**config.mk**
```make
export PLATFORM = sky130hd
export DESIGN_NAME = stick_to_rc_channel_mapper_core
export DESIGN_NICKNAME = d
export VERILOG_FILES = /design/src/hw/rtl/scm_pkg.sv /design/src/hw/rtl/scm_ctrl.sv /design/src/hw/rtl/scm_dp.sv /design/src/hw/rtl/stick_to_rc_channel_mapper_core.sv
export SDC_FILE = /design/constraint.sdc
export NUM_CORES = 2
export LEC_CHECK = 0
export ABC_AREA = 0
export BUFFER_PORTS_ARGS = -buffer_cell sky130_fd_sc_hd__buf_4
export CAP_MARGIN = 30
export CORE_MARGIN = 10
export CORE_UTILIZATION = 55
export DETAILED_ROUTE_END_ITERATION = 16
export MAX_ROUTING_LAYER = met4
export PLACE_DENSITY_LB_ADDON = 0.05
export SYNTH_ARGS = -nofsm -noshare
export SYNTH_HDL_FRONTEND = slang
export SYNTH_SLANG_ARGS = --single-unit
```
**constraint.sdc**
```tcl
create_clock -name clk -period 12.65 [get_ports clk]
set_input_delay 0.6325 -clock clk [delete_from_list [all_inputs] [get_ports clk]]
set_output_delay 0.6325 -clock clk [all_outputs]
set_load 0.02 [all_outputs]
```
**src/hw/rtl/scm_pkg.sv**
```systemverilog
// scm_pkg: shared types and constants for the stick-to-RC channel mapper.
// Holds the configuration bundle, controller command/status structs and register map.
// No dependencies.
`default_nettype none

package scm_pkg;

	localparam int AXIS_W  = 16;
	localparam int PULSE_W = 12;
	localparam int MUL_A_W = 16;
	localparam int MUL_B_W = 18;
	localparam int PROD_W  = MUL_A_W + MUL_B_W;

	// register indexes (byte address = 4 * index)
	localparam logic [2:0] REG_DEADZONE = 3'd0;
	localparam logic [2:0] REG_GAIN     = 3'd1;
	localparam logic [2:0] REG_SPAN     = 3'd2;
	localparam logic [2:0] REG_TIMEOUT  = 3'd3;
	localparam logic [2:0] REG_TMIN     = 3'd4;
	localparam logic [2:0] REG_THOVER   = 3'd5;
	localparam logic [2:0] REG_TMAX     = 3'd6;

	// reset values
	localparam logic [14:0] RST_DEADZONE = 15'd1638;
	localparam logic [17:0] RST_GAIN     = 18'd17246;
	localparam logic [9:0]  RST_SPAN     = 10'd500;
	localparam logic [31:0] RST_TIMEOUT  = 32'd500;
	localparam logic [11:0] RST_TMIN     = 12'd1000;
	localparam logic [11:0] RST_THOVER   = 12'd1500;
	localparam logic [11:0] RST_TMAX     = 12'd2000;

	localparam logic [1:0] AXIS_THROTTLE = 2'd3;

	typedef struct packed {
		logic [14:0] deadzone;
		logic [17:0] gain;
		logic [9:0]  span;
		logic [31:0] timeout;
		logic [11:0] tmin;
		logic [11:0] hover;
		logic [11:0] tmax;
	} cfg_t;

	typedef struct packed {
		logic       store;        // latch command axes and timestamp
		logic       load_neutral; // fill result slots with failsafe set
		logic       mul_a;        // deadzone gain product for axis
		logic       mul_b;        // span / travel product for axis
		logic       fin;          // write finished pulse of the axis last through mul_b
		logic       load_out;     // move result slots to output register
		logic [1:0] axis;
	} cmd_t;

	typedef struct packed {
		logic neutral; // update request must give the failsafe set
	} status_t;

endpackage

`default_nettype wire

```
**src/hw/rtl/scm_ctrl.sv**
```systemverilog
// scm_ctrl: sequencer for the mapper; walks the four axes through the shared multiplier.
// Depends on scm_pkg (cmd_t, status_t).
`default_nettype none

module scm_ctrl
	import scm_pkg::*;
(
	input  wire logic    clk,
	input  wire logic    arst_n,
	input  wire logic    in_valid,
	output logic         in_stall,
	input  wire logic    mode,
	output logic         out_valid,
	input  wire logic    out_stall,
	input  wire status_t status,
	output cmd_t         cmd
);

	localparam logic [2:0] ST_IDLE  = 3'd0;
	localparam logic [2:0] ST_MUL_A = 3'd1;
	localparam logic [2:0] ST_MUL_B = 3'd2;
	localparam logic [2:0] ST_LAST  = 3'd3;
	localparam logic [2:0] ST_DONE  = 3'd4;

	logic [2:0] state_q, state_d;
	logic [1:0] axis_q, axis_d;
	logic       out_valid_q;
	logic       accept;

	assign in_stall  = (state_q != ST_IDLE);
	assign accept    = in_valid && !in_stall;
	assign out_valid = out_valid_q;

	always_comb begin
		state_d          = state_q;
		axis_d           = axis_q;
		cmd              = '0;
		cmd.axis         = axis_q;
		case (state_q)
			ST_IDLE: begin
				if (accept) begin
					if (!mode) begin
						cmd.store = 1'b1;
					end else if (status.neutral) begin
						cmd.load_neutral = 1'b1;
						state_d          = ST_DONE;
					end else begin
						axis_d  = '0;
						state_d = ST_MUL_A;
					end
				end
			end
			ST_MUL_A: begin
				cmd.mul_a = 1'b1;
				cmd.fin   = (axis_q != 2'd0);
				state_d   = ST_MUL_B;
			end
			ST_MUL_B: begin
				cmd.mul_b = 1'b1;
				if (axis_q == AXIS_THROTTLE) begin
					state_d = ST_LAST;
				end else begin
					axis_d  = axis_q + 2'd1;
					state_d = ST_MUL_A;
				end
			end
			ST_LAST: begin
				cmd.fin = 1'b1;
				state_d = ST_DONE;
			end
			ST_DONE: begin
				if (!out_valid_q || !out_stall) begin
					cmd.load_out = 1'b1;
					state_d      = ST_IDLE;
				end
			end
			default: begin
				state_d = ST_IDLE;
			end
		endcase
	end

	always_ff @(posedge clk or negedge arst_n) begin
		if (!arst_n) begin
			state_q     <= ST_IDLE;
			axis_q      <= '0;
			out_valid_q <= 1'b0;
		end else begin
			state_q     <= state_d;
			axis_q      <= axis_d;
			out_valid_q <= cmd.load_out || (out_valid_q && out_stall);
		end
	end

endmodule

`default_nettype wire

```
**src/hw/rtl/scm_dp.sv**
```systemverilog
// scm_dp: mapper datapath - held command, timeout check, shared multiplier, pulse limits.
// Depends on scm_pkg (cfg_t, cmd_t, status_t, widths).
`default_nettype none

module scm_dp
	import scm_pkg::*;
#(
	parameter int PULSE_MIN = 1000,
	parameter int PULSE_MAX = 2000,
	parameter int PULSE_MID = 1500
) (
	input  wire logic               clk,
	input  wire logic               arst_n,
	input  wire cfg_t               cfg,
	input  wire cmd_t               cmd,
	output status_t                 status,
	input  wire logic [31:0]        now_ms,
	input  wire logic signed [15:0] right_axis,
	input  wire logic signed [15:0] forward_axis,
	input  wire logic signed [15:0] yaw_axis,
	input  wire logic signed [15:0] throttle_axis,
	input  wire logic               pilot_override,
	output logic [PULSE_W-1:0]      roll_pulse,
	output logic [PULSE_W-1:0]      pitch_pulse,
	output logic [PULSE_W-1:0]      yaw_pulse,
	output logic [PULSE_W-1:0]      throttle_pulse,
	output logic                    neutral_hold
);

	localparam logic signed [13:0] P_MIN = 14'(PULSE_MIN);
	localparam logic signed [13:0] P_MAX = 14'(PULSE_MAX);
	localparam logic signed [13:0] P_MID = 14'(PULSE_MID);
	localparam logic [15:0]        ONE_Q15 = 16'h8000;

	// held command
	logic [AXIS_W-1:0]  held_q [4];
	logic [31:0]        ctime_q;
	logic               seen_q;

	// working registers
	logic [PROD_W-1:0]  pa_q, pb_q;
	logic               zero_a_q, neg_a_q, off_neg_q;
	logic [1:0]         fin_axis_q;
	logic [PULSE_W-1:0] res_q [4];
	logic               neut_w_q;

	// output register
	logic [PULSE_W-1:0] roll_q, pitch_q, yaw_q, thr_q;
	logic               neutral_q;

	logic [31:0]        age;
	logic [15:0]        x, mag, diff;
	logic               below;
	logic [19:0]        s_raw;
	logic [15:0]        s;
	logic               v_neg;
	logic signed [12:0] k;
	logic [11:0]        kmag;
	logic [MUL_A_W-1:0] op_a;
	logic [MUL_B_W-1:0] op_b;
	logic [PROD_W-1:0]  prod;
	logic [11:0]        m;
	logic signed [13:0] off, base, t, t_lim, t_pulse;

	// timeout: wrapping age against the limit
	assign age            = now_ms - ctime_q;
	assign status.neutral = pilot_override || !seen_q || (age > cfg.timeout);

	// stage A operands: |x| beyond the deadzone
	assign x     = held_q[cmd.axis];
	assign mag   = x[15] ? (~x + 16'd1) : x;
	assign below = mag < {1'b0, cfg.deadzone};
	assign diff  = mag - {1'b0, cfg.deadzone};

	// stage B operands: shaped magnitude, clamped to 1.0
	assign s_raw = pa_q[PROD_W-1:14];
	always_comb begin
		if (zero_a_q) begin
			s = '0;
		end else if (s_raw > {4'd0, ONE_Q15}) begin
			s = ONE_Q15;
		end else begin
			s = s_raw[15:0];
		end
	end
	assign v_neg = neg_a_q && (s != 16'd0);

	always_comb begin
		if (cmd.axis != AXIS_THROTTLE) begin
			k = $signed({3'd0, cfg.span});
		end else if (v_neg) begin
			k = $signed({1'b0, cfg.hover}) - $signed({1'b0, cfg.tmin});
		end else begin
			k = $signed({1'b0, cfg.tmax}) - $signed({1'b0, cfg.hover});
		end
	end
	assign kmag = k[12] ? 12'(-k) : k[11:0];

	// the one shared multiplier
	assign op_a = cmd.mul_b ? s : diff;
	assign op_b = cmd.mul_b ? {6'd0, kmag} : cfg.gain;
	assign prod = op_a * op_b;

	// finishing: offset truncated toward zero, then limits
	assign m    = pb_q[26:15];
	assign off  = off_neg_q ? -$signed({2'b00, m}) : $signed({2'b00, m});
	assign base = (fin_axis_q == AXIS_THROTTLE) ? $signed({2'b00, cfg.hover}) : P_MID;
	assign t    = base + off;

	always_comb begin
		t_lim = t;
		if (fin_axis_q == AXIS_THROTTLE) begin
			if (t_lim < $signed({2'b00, cfg.tmin})) begin
				t_lim = $signed({2'b00, cfg.tmin});
			end
			if (t_lim > $signed({2'b00, cfg.tmax})) begin
				t_lim = $signed({2'b00, cfg.tmax});
			end
		end
		if (t_lim < P_MIN) begin
			t_pulse = P_MIN;
		end else if (t_lim > P_MAX) begin
			t_pulse = P_MAX;
		end else begin
			t_pulse = t_lim;
		end
	end

	// held command and its timestamp
	always_ff @(posedge clk or negedge arst_n) begin
		if (!arst_n) begin
			held_q  <= '{default: '0};
			ctime_q <= '0;
			seen_q  <= 1'b0;
		end else if (cmd.store) begin
			held_q[0] <= right_axis;
			held_q[1] <= forward_axis;
			held_q[2] <= yaw_axis;
			held_q[3] <= throttle_axis;
			ctime_q   <= now_ms;
			seen_q    <= 1'b1;
		end
	end

	always_ff @(posedge clk) begin
		if (cmd.mul_a) begin
			pa_q     <= prod;
			zero_a_q <= below;
			neg_a_q  <= x[15];
		end
		if (cmd.mul_b) begin
			pb_q       <= prod;
			off_neg_q  <= v_neg ^ k[12];
			fin_axis_q <= cmd.axis;
		end
		if (cmd.fin) begin
			res_q[fin_axis_q] <= t_pulse[11:0];
		end
		if (cmd.load_neutral) begin
			res_q[0] <= P_MID[11:0];
			res_q[1] <= P_MID[11:0];
			res_q[2] <= P_MID[11:0];
			res_q[3] <= cfg.tmin;
			neut_w_q <= 1'b1;
		end else if (cmd.mul_a) begin
			neut_w_q <= 1'b0;
		end
		if (cmd.load_out) begin
			roll_q    <= res_q[0];
			pitch_q   <= res_q[1];
			yaw_q     <= res_q[2];
			thr_q     <= res_q[3];
			neutral_q <= neut_w_q;
		end
	end

	assign roll_pulse     = roll_q;
	assign pitch_pulse    = pitch_q;
	assign yaw_pulse      = yaw_q;
	assign throttle_pulse = thr_q;
	assign neutral_hold   = neutral_q;

endmodule

`default_nettype wire

```
**src/hw/rtl/stick_to_rc_channel_mapper_core.sv**
```systemverilog
// Stick-to-RC channel mapper: deadzone, timeout failsafe, pilot override -> four RC pulses.
// Command request: stores the axes and timestamp, no result. Update request, failsafe case:
// the failsafe set goes to the result slots, then to the output register. Normal update: one
// shared 16x18 multiplier runs two products per axis, then the throttle is finished and the
// result moved out. A stalled full output register holds either update, and new requests, back.
// Reset (arst_n, async, active low) clears control and held command, registers to defaults.
// Depends on scm_pkg, scm_ctrl, scm_dp.
`default_nettype none

module stick_to_rc_channel_mapper_core
	import scm_pkg::*;
#(
	parameter int PULSE_MIN = 1000,
	parameter int PULSE_MAX = 2000,
	parameter int PULSE_MID = 1500
) (
	input  wire logic               clk,
	input  wire logic               arst_n,

	// register port
	input  wire logic               psel,
	input  wire logic               penable,
	input  wire logic               pwrite,
	input  wire logic [4:0]         paddr,
	input  wire logic [31:0]        pwdata,
	output logic [31:0]             prdata,
	output logic                    pready,

	// request channel
	input  wire logic               in_valid,
	output logic                    in_stall,
	input  wire logic               mode,
	input  wire logic [31:0]        now_ms,
	input  wire logic signed [15:0] right_axis,
	input  wire logic signed [15:0] forward_axis,
	input  wire logic signed [15:0] yaw_axis,
	input  wire logic signed [15:0] throttle_axis,
	input  wire logic               pilot_override,

	// result channel
	output logic                    out_valid,
	input  wire logic               out_stall,
	output logic [PULSE_W-1:0]      roll_pulse,
	output logic [PULSE_W-1:0]      pitch_pulse,
	output logic [PULSE_W-1:0]      yaw_pulse,
	output logic [PULSE_W-1:0]      throttle_pulse,
	output logic                    neutral_hold
);

	cfg_t       cfg_q;
	cmd_t       cmd;
	status_t    status;
	logic       wr_en;
	logic [2:0] reg_idx;

	// Registers sit at byte address 4*index; the low address bits are not decoded.
	// Writes land in the access phase; out-of-range indexes are dropped.
	assign pready  = 1'b1;
	assign reg_idx = paddr[4:2];
	assign wr_en   = psel && penable && pwrite && pready;

	always_ff @(posedge clk or negedge arst_n) begin
		if (!arst_n) begin
			cfg_q.deadzone <= RST_DEADZONE;
			cfg_q.gain     <= RST_GAIN;
			cfg_q.span     <= RST_SPAN;
			cfg_q.timeout  <= RST_TIMEOUT;
			cfg_q.tmin     <= RST_TMIN;
			cfg_q.hover    <= RST_THOVER;
			cfg_q.tmax     <= RST_TMAX;
		end else if (wr_en) begin
			case (reg_idx)
				REG_DEADZONE: cfg_q.deadzone <= pwdata[14:0];
				REG_GAIN:     cfg_q.gain     <= pwdata[17:0];
				REG_SPAN:     cfg_q.span     <= pwdata[9:0];
				REG_TIMEOUT:  cfg_q.timeout  <= pwdata;
				REG_TMIN:     cfg_q.tmin     <= pwdata[11:0];
				REG_THOVER:   cfg_q.hover    <= pwdata[11:0];
				REG_TMAX:     cfg_q.tmax     <= pwdata[11:0];
				default: begin
				end
			endcase
		end
	end

	// read-back, zero-extended
	always_comb begin
		case (reg_idx)
			REG_DEADZONE: prdata = {17'd0, cfg_q.deadzone};
			REG_GAIN:     prdata = {14'd0, cfg_q.gain};
			REG_SPAN:     prdata = {22'd0, cfg_q.span};
			REG_TIMEOUT:  prdata = cfg_q.timeout;
			REG_TMIN:     prdata = {20'd0, cfg_q.tmin};
			REG_THOVER:   prdata = {20'd0, cfg_q.hover};
			REG_TMAX:     prdata = {20'd0, cfg_q.tmax};
			default:      prdata = '0;
		endcase
	end

	// Sequencer: idle -> (mul_a, mul_b) per axis -> finish throttle -> output; failsafe: idle -> output.
	// Finishing axis n overlaps the first product of axis n+1.
	scm_ctrl u_ctrl (
		.clk       (clk),
		.arst_n    (arst_n),
		.in_valid  (in_valid),
		.in_stall  (in_stall),
		.mode      (mode),
		.out_valid (out_valid),
		.out_stall (out_stall),
		.status    (status),
		.cmd       (cmd)
	);

	// Datapath: held command, staleness check, the multiplier and the pulse limits.
	// The output register is separate from the working slots, so a pending result
	// does not block the next request.
	scm_dp #(
		.PULSE_MIN (PULSE_MIN),
		.PULSE_MAX (PULSE_MAX),
		.PULSE_MID (PULSE_MID)
	) u_dp (
		.clk            (clk),
		.arst_n         (arst_n),
		.cfg            (cfg_q),
		.cmd            (cmd),
		.status         (status),
		.now_ms         (now_ms),
		.right_axis     (right_axis),
		.forward_axis   (forward_axis),
		.yaw_axis       (yaw_axis),
		.throttle_axis  (throttle_axis),
		.pilot_override (pilot_override),
		.roll_pulse     (roll_pulse),
		.pitch_pulse    (pitch_pulse),
		.yaw_pulse      (yaw_pulse),
		.throttle_pulse (throttle_pulse),
		.neutral_hold   (neutral_hold)
	);

endmodule

`default_nettype wire
```
==> out/qor.csv <==
stage,metric,value,unit
setup_path,worstSetupPathType,reg -> reg,
global_routing,grt_busiest_layer,met2,
logic_synthesis,synth_top_area_cell,fa_1,
clock_network,htreeDepth,2,
timing,fin_skew,33.30,ps
cells_and_area,fin_nets,3942,
global_routing,grt_pass1_wl,140900,um
global_routing,grt_antenna_before_repair,1,
timing,timing.final.ws_setup,780.8,ps
logic_synthesis,synthAdderAreaFrac,25.15,%
die,dieWidth,254.4,um
timing,slew_viol_final,0,
setup_path,critPathArrivalTime,12140,ps
detailed_routing,dr.pass1.iters,5,
clock_network,clk_pin_slew_worst_paths,60,ps
setup_path,cp_top_family,compound AO/OA/AOI/OAI gates,
clock_network,postCtsSetupBuffers,0,
setup_path,worst-path-buf-inv,5,
die,rows,85,
detailed_routing,drtAntennaViolNets,0,
timing,worst_slew_pin_slew,1113,ps
timing,setup_viol,0,
timing,hold_viol,0,
detailed_routing,vias_per_cell,5.928,
detailed_routing,drt-total-wl,91440,um
clock_network,clock_sinks,349,
logic_synthesis,synthSimpleGateAreaFrac,12.73,%
logic_synthesis,yosys.cell_types.count,89,
setup_path,required,12920,ps
detailed_routing,drtIter0Drc,1829,
cells_and_area,fillers,4582,
timing,rsz0062_at_grt,false,
detailed_routing,drc,0,
global_routing,grtUsageTotal,29.22,%
logic_synthesis,synth-compound-area-share,13.42,%
cells_and_area,area_growth,12.17,%
logic_synthesis,syn_area_per_cell,9.654,sq um
die,num_io_pins,226,
global_routing,grt.met1_usage,38.80,%
die,core_area,54130,sq um
cells_and_area,seq_area,9095,sq um
clock_network,cts_resized,0,
timing,tns,0,ps
setup_path,start_kind,register,
logic_synthesis,synth_top_area_share,14.97,%
logic_synthesis,synth_xor_area_share,3.072,%
placed_design,dp_hpwl,73020,um
clock_network,clkLatencyLatePin,550,ps
clock_network,clockBufferDepth,3,
die,fp.dieH,254.4,um
logic_synthesis,netlist_instances,3131,
cells_and_area,final_layout_size_suffix_gt1_share,17.43,%
logic_synthesis,yosys_warnings,0,
logic_synthesis,synth_top_family_by_area,adder cells,
clock_network,cts-root-buf,clkbuf_16,
cells_and_area,multi_input_area,19130,sq um
placed_design,place_congestion,0.9811,
hold_path,hold_path.class,in -> async,
detailed_routing,vias,24030,
logic_synthesis,syn-num-nets,3745,
flow_run,maxCapViolCount,0,
logic_synthesis,synth_edf_count,98,
global_routing,first_global_vias,24400,
global_routing,grtUsageMet2,45.95,%
timing,slew_headroom,23.65,%
setup_path,crit_path_top_delay_cell,a32oi_2,
cells_and_area,utilization,62.63,%
setup_path,end_kind,register,
detailed_routing,wl_per_cell,22.56,um
logic_synthesis,synth_ff_type,dfrtp_1,
placed_design,post-place-ws,687.0,ps
global_routing,grt_use_met3,4.255,%
die,die_area,64730,sq um
setup_path,critPathMaxStageDelay,550,ps
logic_synthesis,yosysSeqAreaShare,30.09,%
die,initial_core_util,55.83,%
logic_synthesis,synth.area.top_cells,"fa_1, dfrtp_1, ha_1, edfxtp_1, mux2_2",
logic_synthesis,synth.cell_area,30230,sq um
logic_synthesis,synth_mux_area_share,8.772,%
clock_network,cts_hold_buf,0,
logic_synthesis,ys_async_sr_fraction,61.32,%
setup_path,cp_max_fo,9,
placed_design,port_buffers,222,
outcome,status,"finished, final reports clean",
timing,fin_crit,11870,ps
clock_network,tritoncts,done,
timing,timing.final.crit_share,93.83,%
global_routing,grt_overflow,0,
clock_network,cts_buffers,37,
global_routing,grt_max_degree,78,
timing,max_freq,0.08425,GHz
logic_synthesis,ys_ff_latch,349,
-- per-layer routing --
metal / vias up / part of all wire [%]
li1: 11060 / -
met1: 11940 / 44
met2: 872 / 47
met3: 161 / 6.6
met4: 0 / 3.2
met5: - / 0
-- final cells by class --
cell class	instances	area share [%]
well taps	696	2.569
diodes	1	0.007381
clock inverters	18	0.3949
multi-input cells	2243	56.44
inverters	430	4.761
repair buffers	267	6.101
flip-flops and latches	349	26.83
clock buffers	49	2.904
-- cell usage after synthesis, types with 50 or more instances --
library cell / instances
a21o_1: 68
fa_1: 226
edfxtp_1: 98
nor2_1: 203
nand2_1: 331
inv_1: 428
mux2_2: 165
dfrtp_1: 169
and2_1: 50
clkbuf_1: 94
ha_1: 246
o21ai_0: 161
a21oi_1: 129
xnor2_1: 67
-- path summary, 6_finish.rpt --
check                                              from                           end  slack, ps  cells after the start
max                        u_ctrl.axis_q[1]$_DFFE_PN0P_       u_dp.pa_q[32]$_DFFE_PP_        780                     40
max in group asynchronous                        arst_n         cfg_q[80]$_DFFE_PN1P_      11580                      3
min reg2reg                  u_dp.res_q[3][4]$_DFFE_PP_   throttle_pulse[4]$_DFFE_PP_        420                      0
min                                              arst_n  u_dp.ctime_q[25]$_DFFE_PN0P_         80                      1
max reg2reg                u_ctrl.axis_q[1]$_DFFE_PN0P_       u_dp.pa_q[32]$_DFFE_PP_        780                     40
min in group clk                             pwdata[19]         cfg_q[55]$_DFFE_PN0P_        310                      3
-- registers in the layout, indices dropped and copies added, names as in the netlist, 2 cells and up --
name and flops:
cfg_q 111, u_dp.held_q 64, u_dp.res_q 48, u_dp.ctime_q 32, u_dp.pa_q 20, pitch_pulse 12, throttle_pulse 12, u_dp.pb_q 12
yaw_pulse 12, u_dp.roll_pulse 11, u_ctrl.state_q 3, u_ctrl.axis_q 2, u_dp.fin_axis_q 2
-- metrics by stage --
stage          cells  hold WS, ps  instance area (sq um)
2_1_floorplan   3131        336.9                  30230
3_3_place_gp    3977        401.2                  32650
3_5_place_dp    3981        405.2                  32700
4_1_cts         4048        88.15                  33820
5_1_grt         4053        105.8                  33900
6_report        4053        82.61                  33900
-- layout by cell type (no fill, tap or decap), drive strengths merged, types with 50 or more instances in the layout --
master / instances
xnor2: 67
inv: 434
nand2: 331
edfxtp: 98
and2: 51
ha: 246
a21o: 68
clkbuf: 50
o21ai: 172
dfrtp: 169
a21oi: 131
mux2: 165
fa: 226
buf: 266
nor2: 204
-- worst register-to-register path: cells and delay by family, from the launching register on --
family / cells / cell delay (ps)
compound gates: 20 / 5310
fa+ha+maj: 8 / 3980
buf+inv: 5 / 780
simple gates: 5 / 710
mux: 1 / 350
flops: 1 / 330
xor+xnor: 1 / 150
-- cell families after synthesis --
group,count (synthesis)
simple gates,828
compound gates,618
buf+inv,539
fa+ha+maj,472
flops,349
mux,218
xor+xnor,106
other cells,1
Power is not shown: default switching activity piles up to over one toggle a cycle in this logic, so the estimate is an artifact.
